## src/hdl/tcis_pkg.sv

```systemverilog
// Shared types and constants for the tiny CPU instruction step block.
`default_nettype none

package tcis_pkg;

	// Field widths fixed by the instruction format
	localparam int unsigned WORD_W    = 24;
	localparam int unsigned BYTE_W    = 8;
	localparam int unsigned REG_SEL_W = 5;
	localparam int unsigned REG_SEL_N = 1 << REG_SEL_W;
	localparam int unsigned ADDR_N    = 1 << BYTE_W;

	typedef enum logic [BYTE_W-1:0] {
		OPC_NOP = 8'h00,
		OPC_LDI = 8'h01,
		OPC_MOV = 8'h02,
		OPC_OUT = 8'h03,
		OPC_IN  = 8'h04,
		OPC_JMP = 8'h16
	} opcode_t;

	typedef struct packed {
		logic [WORD_W-1:0] instr_word;
	} instr_t;

	typedef struct packed {
		logic [BYTE_W-1:0]    next_pc;
		logic                 reg_written;
		logic [REG_SEL_W-1:0] reg_index;
		logic [BYTE_W-1:0]    reg_value;
		logic                 io_write;
		logic [BYTE_W-1:0]    io_address;
		logic [BYTE_W-1:0]    io_data;
		logic                 fault_reset;
	} result_t;

endpackage

`default_nettype wire

```

## src/hdl/tcis_chan_if.sv

```systemverilog
// Valid/ready channel interface carrying one payload per transfer.
`default_nettype none

interface tcis_chan_if #(
	parameter type payload_t = logic
);
	logic     valid;
	logic     ready;
	payload_t data;

	modport source (output valid, output data, input ready);
	modport sink (input valid, input data, output ready);
endinterface

`default_nettype wire

```

## src/hdl/tiny_cpu_instruction_step_top.sv

```systemverilog
// Tiny CPU instruction step: top level with execute stage and output register.
//
// instr (sink) takes one 24-bit instruction word per transfer: the word
// fetched at the next_pc of the previous result (0 after reset).
// result (source) gives one result per instruction: next fetch address,
// the register or data memory write it made, and the fault flag.
// Register file and data memory are synchronous memories read at the
// input transfer; the execute stage uses the read data in the next cycle
// and writes back when its result moves into the output register.
// A write back that lands on the same edge as the next read is forwarded.
// Flow: an accepted instruction is registered in the execute stage, then its result in the output register.
// Throughput: one instruction per cycle while result is taken, set by the
// single read-modify-write pass through each memory port.
// Stall: one instruction waits in execute, one in the output register;
// instr.ready then drops until result takes a transfer.
// Reset: program counter zero, all register and data valid bits cleared,
// so every register and data byte reads zero. An unknown opcode does the
// same in its write-back cycle and reports fault_reset.
`default_nettype none

module tiny_cpu_instruction_step_top import tcis_pkg::*; #(
	parameter int unsigned REG_COUNT  = 32,
	parameter int unsigned DATA_DEPTH = 256
) (
	input wire logic     clk,
	input wire logic     arst_n,
	tcis_chan_if.sink    instr,
	tcis_chan_if.source  result
);

	localparam int unsigned RIDX_W = $clog2(REG_COUNT);
	localparam int unsigned AW     = $clog2(DATA_DEPTH);

	// Constant index tables: register select and data address select
	logic [RIDX_W-1:0] reg_map  [REG_SEL_N];
	logic [AW-1:0]     addr_map [ADDR_N];

	for (genvar i = 0; i < REG_SEL_N; i++) begin : g_reg_map
		assign reg_map[i] = RIDX_W'(i % REG_COUNT);
	end
	for (genvar i = 0; i < ADDR_N; i++) begin : g_addr_map
		assign addr_map[i] = AW'(i % DATA_DEPTH);
	end

	// Input decode
	logic [BYTE_W-1:0] in_op2;
	logic [RIDX_W-1:0] in_src;
	logic [AW-1:0]     in_dadr;
	logic              accept;
	logic              commit;

	assign in_op2  = instr.data.instr_word[BYTE_W-1:0];
	assign in_src  = reg_map[in_op2[REG_SEL_W-1:0]];
	assign in_dadr = addr_map[in_op2];

	// Execute stage and output registers
	logic              vld_s1;
	logic [BYTE_W-1:0] opc_s1;
	logic [BYTE_W-1:0] op1_s1;
	logic [BYTE_W-1:0] op2_s1;
	logic [RIDX_W-1:0] src_s1;
	logic [AW-1:0]     dadr_s1;
	logic              rfwd_s1;
	logic [BYTE_W-1:0] rfwd_val_s1;
	logic              dfwd_s1;
	logic [BYTE_W-1:0] dfwd_val_s1;
	logic [BYTE_W-1:0] pc_q;
	logic              out_vld_q;
	result_t           out_q;

	// Memory ports
	logic [BYTE_W-1:0] rf_rd_data;
	logic              rf_chk_valid;
	logic              rf_we;
	logic [RIDX_W-1:0] rf_dst;
	logic [BYTE_W-1:0] rf_wval;
	logic [BYTE_W-1:0] dm_rd_data;
	logic              dm_chk_valid;
	logic              dm_we;
	logic [AW-1:0]     dm_adr;
	logic              fault;
	logic [BYTE_W-1:0] reg_rd;
	logic [BYTE_W-1:0] dat_rd;
	result_t           res;

	assign commit      = vld_s1 && (!out_vld_q || result.ready);
	assign instr.ready = !vld_s1 || commit;
	assign accept      = instr.valid && instr.ready;

	tcis_store #(.DEPTH(REG_COUNT)) u_regs (
		.clk       (clk),
		.arst_n    (arst_n),
		.rd_en     (accept),
		.rd_addr   (in_src),
		.rd_data   (rf_rd_data),
		.chk_addr  (src_s1),
		.chk_valid (rf_chk_valid),
		.wr_en     (commit && rf_we),
		.wr_addr   (rf_dst),
		.wr_data   (rf_wval),
		.clear     (commit && fault)
	);

	tcis_store #(.DEPTH(DATA_DEPTH)) u_data (
		.clk       (clk),
		.arst_n    (arst_n),
		.rd_en     (accept),
		.rd_addr   (in_dadr),
		.rd_data   (dm_rd_data),
		.chk_addr  (dadr_s1),
		.chk_valid (dm_chk_valid),
		.wr_en     (commit && dm_we),
		.wr_addr   (dm_adr),
		.wr_data   (reg_rd),
		.clear     (commit && fault)
	);

	// Pick forwarded or stored operands; unwritten entries read zero
	assign reg_rd = rfwd_s1 ? rfwd_val_s1 : (rf_chk_valid ? rf_rd_data : '0);
	assign dat_rd = dfwd_s1 ? dfwd_val_s1 : (dm_chk_valid ? dm_rd_data : '0);
	assign rf_dst = reg_map[op1_s1[REG_SEL_W-1:0]];
	assign dm_adr = addr_map[op1_s1];

	// Execute the instruction held in the stage
	always_comb begin
		res         = '0;
		res.next_pc = pc_q + 1'b1;
		rf_we       = 1'b0;
		rf_wval     = '0;
		dm_we       = 1'b0;
		fault       = 1'b0;
		case (opc_s1)
			OPC_NOP: begin
			end
			OPC_LDI: begin
				rf_we   = 1'b1;
				rf_wval = op2_s1;
			end
			OPC_MOV: begin
				rf_we   = 1'b1;
				rf_wval = reg_rd;
			end
			OPC_OUT: begin
				dm_we          = 1'b1;
				res.io_write   = 1'b1;
				res.io_address = BYTE_W'(dm_adr);
				res.io_data    = reg_rd;
			end
			OPC_IN: begin
				rf_we   = 1'b1;
				rf_wval = dat_rd;
			end
			OPC_JMP: begin
				res.next_pc = op1_s1;
			end
			default: begin
				fault           = 1'b1;
				res.next_pc     = '0;
				res.fault_reset = 1'b1;
			end
		endcase
		if (rf_we) begin
			res.reg_written = 1'b1;
			res.reg_index   = REG_SEL_W'(rf_dst);
			res.reg_value   = rf_wval;
		end
	end

	// Advance the execute stage, capture forwarding on overlapping writes
	always_ff @(posedge clk or negedge arst_n) begin
		if (!arst_n) begin
			vld_s1 <= 1'b0;
		end else if (accept) begin
			vld_s1 <= 1'b1;
		end else if (commit) begin
			vld_s1 <= 1'b0;
		end
	end

	always_ff @(posedge clk) begin
		if (accept) begin
			opc_s1      <= instr.data.instr_word[WORD_W-1:2*BYTE_W];
			op1_s1      <= instr.data.instr_word[2*BYTE_W-1:BYTE_W];
			op2_s1      <= in_op2;
			src_s1      <= in_src;
			dadr_s1     <= in_dadr;
			rfwd_s1     <= commit && rf_we && (rf_dst == in_src);
			rfwd_val_s1 <= rf_wval;
			dfwd_s1     <= commit && dm_we && (dm_adr == in_dadr);
			dfwd_val_s1 <= reg_rd;
		end
	end

	// Hold the result until transfer; update the program counter
	always_ff @(posedge clk or negedge arst_n) begin
		if (!arst_n) begin
			pc_q      <= '0;
			out_vld_q <= 1'b0;
		end else if (commit) begin
			pc_q      <= res.next_pc;
			out_vld_q <= 1'b1;
		end else if (result.ready) begin
			out_vld_q <= 1'b0;
		end
	end

	always_ff @(posedge clk) begin
		if (commit) begin
			out_q <= res;
		end
	end

	assign result.valid = out_vld_q;
	assign result.data  = out_q;

	// A write back always leaves a result waiting
	a_commit_fills: assert property (@(posedge clk) disable iff (!arst_n)
		commit |=> out_vld_q)
		else $error("commit did not load output register");

	// A fault reports nothing else and restarts at address zero
	a_fault_clean: assert property (@(posedge clk) disable iff (!arst_n)
		(out_vld_q && out_q.fault_reset) |->
			(out_q.next_pc == '0 && !out_q.reg_written && !out_q.io_write))
		else $error("fault result carries other fields");

	// Register write and data write never come from one instruction
	a_write_excl: assert property (@(posedge clk) disable iff (!arst_n)
		out_vld_q |-> !(out_q.reg_written && out_q.io_write))
		else $error("register and data write in one result");

	// The program counter follows the next_pc loaded into the output register
	a_pc_track: assert property (@(posedge clk) disable iff (!arst_n)
		commit |=> (pc_q == out_q.next_pc))
		else $error("program counter out of step with result");

endmodule

`default_nettype wire

```

## src/hdl/tcis_store.sv

```systemverilog
// Byte store: synchronous memory with registered read and per-entry valid bits.
`default_nettype none

module tcis_store import tcis_pkg::*; #(
	parameter int unsigned DEPTH = 32
) (
	input  wire logic                     clk,
	input  wire logic                     arst_n,
	input  wire logic                     rd_en,
	input  wire logic [$clog2(DEPTH)-1:0] rd_addr,
	output logic      [BYTE_W-1:0]        rd_data,
	input  wire logic [$clog2(DEPTH)-1:0] chk_addr,
	output logic                          chk_valid,
	input  wire logic                     wr_en,
	input  wire logic [$clog2(DEPTH)-1:0] wr_addr,
	input  wire logic [BYTE_W-1:0]        wr_data,
	input  wire logic                     clear
);

	logic [BYTE_W-1:0] mem [DEPTH];
	logic [BYTE_W-1:0] rd_data_q;
	logic [DEPTH-1:0]  valid_q;

	// Read and write the array, read data registered
	always_ff @(posedge clk) begin
		if (rd_en) begin
			rd_data_q <= mem[rd_addr];
		end
		if (wr_en) begin
			mem[wr_addr] <= wr_data;
		end
	end

	// Track written entries; clear drops all of them at once
	always_ff @(posedge clk or negedge arst_n) begin
		if (!arst_n) begin
			valid_q <= '0;
		end else if (clear) begin
			valid_q <= '0;
		end else if (wr_en) begin
			valid_q[wr_addr] <= 1'b1;
		end
	end

	assign rd_data   = rd_data_q;
	assign chk_valid = valid_q[chk_addr];

endmodule

`default_nettype wire

```

## src/flat_wrapper.sv

```systemverilog
// flat-port wrapper written by rule: the top's interface ports become plain ports
module tiny_cpu_instruction_step_top_flat import tcis_pkg::*;
#(
	parameter int unsigned REG_COUNT  = 32,
	parameter int unsigned DATA_DEPTH = 256
)
  (clk, arst_n, instr_valid, instr_data, instr_ready, result_valid, result_data, result_ready);
  tcis_chan_if #(.payload_t(instr_t)) instr_i ();
  tcis_chan_if #(.payload_t(result_t)) result_i ();
  input wire logic clk;
  input wire logic arst_n;
  input wire logic [$bits(instr_i.valid)-1:0] instr_valid;
  input wire logic [$bits(instr_i.data)-1:0] instr_data;
  output wire logic [$bits(instr_i.ready)-1:0] instr_ready;
  output wire logic [$bits(result_i.valid)-1:0] result_valid;
  output wire logic [$bits(result_i.data)-1:0] result_data;
  input wire logic [$bits(result_i.ready)-1:0] result_ready;
  assign instr_i.valid = instr_valid;
  assign instr_i.data = instr_data;
  assign instr_ready = instr_i.ready;
  assign result_valid = result_i.valid;
  assign result_data = result_i.data;
  assign result_i.ready = result_ready;
  tiny_cpu_instruction_step_top #(.REG_COUNT(REG_COUNT), .DATA_DEPTH(DATA_DEPTH)) u_core (.clk(clk), .arst_n(arst_n), .instr(instr_i), .result(result_i));
endmodule
```

## config.mk

```make
export PLATFORM = sky130hd
export DESIGN_NAME = tiny_cpu_instruction_step_top_flat
export DESIGN_NICKNAME = d
export VERILOG_FILES = /design/src/hdl/tcis_pkg.sv /design/src/hdl/tcis_chan_if.sv /design/src/hdl/tiny_cpu_instruction_step_top.sv /design/src/hdl/tcis_store.sv /design/src/flat_wrapper.sv
export SDC_FILE = /design/constraint.sdc
export NUM_CORES = 2
export LEC_CHECK = 0
export ABC_AREA = 1
export BUFFER_PORTS_ARGS = -buffer_cell sky130_fd_sc_hd__buf_2
export CAP_MARGIN = 20
export CORE_UTILIZATION = 52
export CTS_BUF_LIST = sky130_fd_sc_hd__clkbuf_16
export CTS_CLUSTER_DIAMETER = 50
export DETAILED_ROUTE_END_ITERATION = 6
export GPL_ROUTABILITY_DRIVEN = 0
export PLACE_DENSITY_LB_ADDON = 0.1
export SYNTH_ARGS = -nofsm -noshare
export SYNTH_HDL_FRONTEND = slang
export SYNTH_HIERARCHICAL = 1
export SYNTH_SLANG_ARGS = --single-unit
```

## constraint.sdc

```tcl
create_clock -name clk -period 7.5 [get_ports clk]
set_input_delay 1.5 -clock clk [delete_from_list [all_inputs] [get_ports clk]]
set_output_delay 1.5 -clock clk [all_outputs]
set_load 0.01 [all_outputs]
```

---- Word-level counts from Yosys, hierarchy flattened ----
Memory sizes are Yosys's and may differ from the RTL's. A register that Yosys moved wholly into a read port is not among the register bits.
Index checks and enable logic that the tools add are counted.
cells by class
  add/sub/neg operators ................... 1
  order comparisons ....................... 10
  eq/ne operators ......................... 7
  muxes and demuxes ....................... 39
  bitwise operators ....................... 6
  reduce and logical (&&, ||, !) cells .... 21
operators with widths
  cell                                                                           number
  256-bit two-way mux                                                            2
  256-bit OR                                                                     1
  32-bit two-way mux                                                             2
  8-bit two-way mux                                                              8
  32-bit OR                                                                      1
  8-bit one-hot mux with 3 select lines                                          1
  5-bit two-way mux                                                              4
  9-bit >= comparator (second input constant)                                    2
  8-bit by 9-bit less-than comparator with 1-bit output (second input constant)  2
  8-bit NOT with 9-bit output                                                    2
  17-bit two-way mux                                                             1
  8-bit by 2-bit equality test with 1-bit output (second input constant)         2
  8-bit one-hot mux with 2 select lines                                          1
  1-bit two-way mux                                                              15
  14-bit two-way mux                                                             1
  6-bit >= comparator (second input constant)                                    2
  5-bit by 6-bit less-than comparator with 1-bit output (second input constant)  2
  5-bit NOT with 6-bit output                                                    2
  1-bit logical AND                                                              9
  8-bit by 1-bit adder with 8-bit output (second input constant)                 1
  1-bit binary-select mux with 8-bit select                                      1
  1-bit demux with 8-bit select                                                  1
  8-bit by 1-bit equality test with 1-bit output (second input constant)         1
  8-bit by 3-bit equality test with 1-bit output (second input constant)         1
  14 further kinds                                                               19
storage, ports and cells
  register bits ........................... 393
  bits in writable memories ............... 2304
  memory bits (read-only) ................. 4416
  input port bits ......................... 28
  output and inout bits ................... 42
  word-level logic and storage cells ...... 112
  memories kept ........................... 6
memories
  name               words  bits a word  rd ports  clocked after memory_dff  wr ports  RTL line                              text
  (no name shown)    256    8            1         0                         0         tiny_cpu_instruction_step_top.sv:122  assign dm_adr = addr_map[op1_s1];
  (no name shown)    256    8            1         0                         0         tiny_cpu_instruction_step_top.sv:54   assign in_dadr = addr_map[in_op2];
  u_core.u_data.mem  256    8            1         1                         1         tcis_store.sv:20                      logic [BYTE_W-1:0] mem [DEPTH];
  u_core.u_regs.mem  32     8            1         1                         1         tcis_store.sv:20
  (no name shown)    32     5            1         0                         0         tiny_cpu_instruction_step_top.sv:53   assign in_src = reg_map[in_op2[REG_SEL_W-1:0]];
  (no name shown)    32     5            1         0                         0         tiny_cpu_instruction_step_top.sv:121  assign rf_dst = reg_map[op1_s1[REG_SEL_W-1:0]];

---- Depth between registers and ports, before layout ----
  word-level depth ........................ 11
  mapped depth ............................ 17
  depth with buffers taken out ............ 14

---- By module ----
The synthesis kept the hierarchy.
modules (own cells, without submodules)
  module                         times used  cells each  area an instance (um2)  seq. area each (um2)
  tcis_store at u_core.u_data    1           8406        94413.0                 68145.4
  tcis_store at u_core.u_regs    1           1119        12339.3                 8728.4
  tiny_cpu_instruction_step_top  1           338         3932.5                  2712.6

---- Least setup slack after synthesis ----
Ideal clock, no wire load.
  path kind ............................... reg2reg
  start ................................... register u_core.op2_s1[0]
  end ..................................... register u_core.rfwd_val_s1[0], data pin
  library setup time ...................... 0.296 ns
  arrival ................................. 5.684 ns
  data required time ...................... 7.204 ns
  setup slack ............................. 1.520 ns
  cell stages (with the launch flop) ...... 17
  path buffers ............................ 2
  period minus slack after synthesis ...... 5.980 ns
  path through ............................ edfxtp_1 buf_2 inv_2 buf_4 nand2_1 nand3_1 nand3_1 nand2_1 nand2_1 nand2_1 nand2_1 nand2_1 nand2_1 inv_1 a22o_1 nand2_1 nand3b_1
on the way
  cells in the longest elaborated chain, start to end .. 1
RTL lines
  what                                   RTL line                              text
  from (decl)                            tiny_cpu_instruction_step_top.sv:60   logic [BYTE_W-1:0] op2_s1;
  from (signal assigned)                 tiny_cpu_instruction_step_top.sv:184  op2_s1 <= in_op2;
  8-bit one-hot mux with 3 select lines  tiny_cpu_instruction_step_top.sv:132  case (opc_s1)
  net u_core.rf_wval[0]                  tiny_cpu_instruction_step_top.sv:76   logic [BYTE_W-1:0] rf_wval;
  to (signal assigned)                   tiny_cpu_instruction_step_top.sv:188  rfwd_val_s1 <= rf_wval;
  to (decl)                              tiny_cpu_instruction_step_top.sv:64   logic [BYTE_W-1:0] rfwd_val_s1;
The timed path passes the listed nets, and every way through them passes these cells.
A chain may end at the register's enable or synchronous reset.

==> metrics.yaml <==
status: "finished, final reports clean"
drtPass1Iterations: 7
design.final.nets: 9796
timing.rr.start: "u_core/op2_s1[1]$_DFFE_PP_"
drt_drc_violations_left: 0
power_leakage_nw: 45.8
fin_total_pwr_w: 0.0329
whs_path_depth: 2
irDropWorstVdd_mv: 0.267
cts_tree: "done"
hold_path_end: "u_core/u_data/valid_q[128]$_DFFE_PN0P_"
worst_setup_hold_path_clk_slew_ns: 0.06
fin_hold_viols: 0
grtUsageTotal_pct: 29.9
placeable_core_region_mm2: 0.211
worstSetupPathType: "flop to flop"
synth_warnings: 6
timing.slew.headroom_pct: 21.5
cpMaxStageDelayCell: "buf_4"
post_cts_resized: 0
clock-sinks: 2700
final_antenna_net_count: 0
route.vias.total: 76600
die_area_mm2: 0.215
worstSkewPairLatency_ns: 0.94
yosysTopAreaCellShare_pct: 65.2
cp_common_cell: "nand3_1"
grt_pass1_vias: 71900
critical_path.max_fanout: 43
number_of_flops_mapped_to_enable_cells_by_yosys: 2402
grt_setup_unrepaired: "false"
syn-instance-count: 9863
top_level_ports: 70
worst_setup_path_end_kind: "flop"
seq_area_frac_synth_pct: 71.9
timing.reg2reg.setup_slack_ns: 2.49
post_synth_main_area_contributors: "edfxtp_1, nand3_1, nand2_1"
maxSlewViolCount: 0
clock_tree.root_cell: "clkbuf_16"
cpLargestDelayFamily: "simple AND/OR/NAND/NOR gates"
routed_wire_per_std_cell_um: 25.4
setup-tns-final_ns: 0
synthesis.area_mm2: 0.111
drt_wl_total_mm: 326
hp-class: "flop to flop"
yosysTopAreaCell: "edfxtp_1"
final.min_clock_period_ns: 5.01
required_ns: 8.15
fin_crit_sh_pct: 66.8
cp_startpoint_kind: "flop"
drive_gt1_share_pct: 6.59
timing.critical_path.arrival_ns: 5.65
floorplan.die.height_um: 463
grt_start_max_net_pins: 184
numCtsBuffers: 309
cts-htree-levels: 5
clock_path_buffers: 4
synth-async-reset-ratio_pct: 11.0
cap_violations: 0
synth_area_per_cell_um2: 11.2
fp.dieW_um: 463
synthesis.nets: 9892
start_util_pct: 52.6
post_cts_hold_buffer_count: 0
worst_pin_slew_ns: 1.17
grt_pass1_wl_mm: 480
floorplan.rows: 168
worstReg2RegEnd: "u_core/u_regs/mem[20][3]$_DFFE_PP_"
critical_path.cell_chain: "buf_4 -> buf_4 -> nand3_1 -> nand3_1 -> nand3_1 -> nand3_1 -> nand2_1 -> nand2_1 -> nand3_1 -> nand3_1 -> nand2_1 -> nand3_1 -> a21oi_1 -> nand3b_1 -> buf_4"
worst_path_largest_cell_delay_ns: 0.78
detailedPlacementHpwl_mm: 181
fmax_ghz: 0.200
ys.flop_type: "edfxtp_1"
globalRoute.totalOverflow: 0
worstPathBufferInverterCount: 3
holdCritStartpoint: "u_core/u_data/valid_q[128]$_DFFE_PN0P_"
placement.io_buffers: 69
synth.ff_latch_count: 2700
route.detailed.vias_per_inst: 5.98
report.final.setup_viol: 0
synthToLayoutAreaGrowth_pct: 10.7
reg2reg_depth: 15
power_density_mw_per_mm2: 268
drt_first_iter_violations: 9994
cts_post_setup_buffers_inserted: 0
fin_skew_ns: 0.0495
netlist-cell-type-count: 33
initial_antenna_violation_count: 13
==> sequential cells by signal (all words and copies together), names as in the netlist <==
name                   cells
u_core/dfwd_s1             1
u_core/dfwd_val_s1         8
u_core/op1_s1              8
u_core/op2_s1              8
u_core/opc_s1              8
u_core/pc_q                8
u_core/result.data        40
u_core/result.valid        1
u_core/rfwd_s1             1
u_core/rfwd_val_s1         8
u_core/u_data/mem       2048
u_core/u_data/rd_data      8
u_core/u_data/valid_q    256
u_core/u_regs/mem        256
u_core/u_regs/rd_data      8
u_core/u_regs/valid_q     32
u_core/vld_s1              1
==> how the worst max path moves through the flow <==
stage / startpoint / endpoint / slack (ns) / cells after the start
after floorplan: u_core/op2_s1[0]$_DFFE_PP_ / u_core/rfwd_val_s1[0]$_DFFE_PP_ / 1.52 / 16
after global placement: instr_data[1] / u_core/u_data/rd_data[6]$_DFFE_PP_ / 2.44 / 12
after detailed placement: instr_data[1] / u_core/u_data/rd_data[6]$_DFFE_PP_ / 2.46 / 12
after CTS: u_core/op2_s1[0]$_DFFE_PP_ / u_core/u_data/mem[22][4]$_DFFE_PP_ / 2.61 / 15
after global routing: u_core/op2_s1[0]$_DFFE_PP_ / u_core/u_data/mem[22][4]$_DFFE_PP_ / 2.35 / 15
final: u_core/op2_s1[1]$_DFFE_PP_ / u_core/u_regs/mem[20][3]$_DFFE_PP_ / 2.49 / 15
==> layout make-up <==
cell class                      instances  area (um2)
Timing Repair Buffer                  220        1960
Inverter                              154         621
Antenna cell                            7        17.5
Clock buffer                          317        7930
Sequential cell                      2700       79600
Tap cell                             2805        3510
Multi-Input combinational cell       6382       27500
Clock inverter                        220        1420
Fill cell                           17300       88100
==> cell usage after synthesis, types with 3 or more instances <==
cell	number
inv_1	144
buf_6	30
nor3_1	15
inv_2	7
nand2_1	2876
buf_1	56
nand3b_1	17
a21oi_1	8
nor2_1	921
o21ba_2	5
xor2_1	5
nand2_2	3
clkbuf_1	169
buf_4	25
edfxtp_1	2402
o21ai_2	4
nand3_1	2493
dfrtp_1	298
a22o_1	8
and2_1	8
buf_2	347
xnor2_1	5
==> metal layers <==
layer	global-route usage [%]	vias up	wire length (um)
met3	5.76	656	32700
met1	43.0	37900	132000
met4	11.2	6	11700
met2	45.4	4009	149000
met5	0	-	29
li1	-	34000	-
==> kinds of logic after synthesis <==
kind of cell,after synthesis,synth area share (%)
XOR/XNOR,10,0.0791
AO/OA/AOI/OAI,26,0.181
buffers and inverters,781,3.33
flip-flops,2700,71.9
AND/OR/NAND/NOR,6345,24.5
adder cells (fa/ha/maj),1,0.0113
==> through the flow <==
stage / worst slack, ns / hold WS, ns / instances / util (%) / instance area [um2]
global route: 2.35 / 0.512 / 12800 / 58.2 / 123000
finish: 2.49 / 0.495 / 12800 / 58.2 / 123000
detailed placement: 2.46 / 0.484 / 12300 / 53.7 / 113000
CTS: 2.61 / 0.498 / 12800 / 58.1 / 122000
floorplan: 1.52 / 0.462 / 9863 / - / 111000
global placement: 2.44 / 0.478 / 12200 / 53.6 / 113000
==> worst min-delay path, stage by stage, from the launching register on <==
cell     delay (ns)
dfrtp_1        0.34
nor2_1         0.05
nor2_1         0.07
==> placed cells by master, fill, tap and decap left out, drive strengths merged <==
cell type | netlist | final
nand4 | 2 | 2
o21ai | 5 | 5
nand3b | 17 | 17
edfxtp | 2402 | 2402
dfrtp | 298 | 298
xnor2 | 5 | 5
clkinv | 2 | 102
diode | 0 | 7
a22o | 8 | 8
xor2 | 5 | 5
inv | 152 | 250
and2 | 9 | 9
nor2 | 923 | 923
clkinvlp | 0 | 7
nor3 | 18 | 18
clkbuf | 169 | 317
nand2 | 2881 | 2881
bufinv | 0 | 15
ha | 1 | 1
nand3 | 2495 | 2495
a21oi | 8 | 8
o21ba | 5 | 5
buf | 458 | 220
==> power breakdown <==
group	internal [W]	switching [W]	leakage [nW]
registers	0.0166	0.0000463	26.7
clock network	0.00815	0.00588	4.90
logic	0.000443	0.00176	14.2
total	0.0252	0.00769	45.8
No activity file was read; power rests on OpenSTA's default activity.
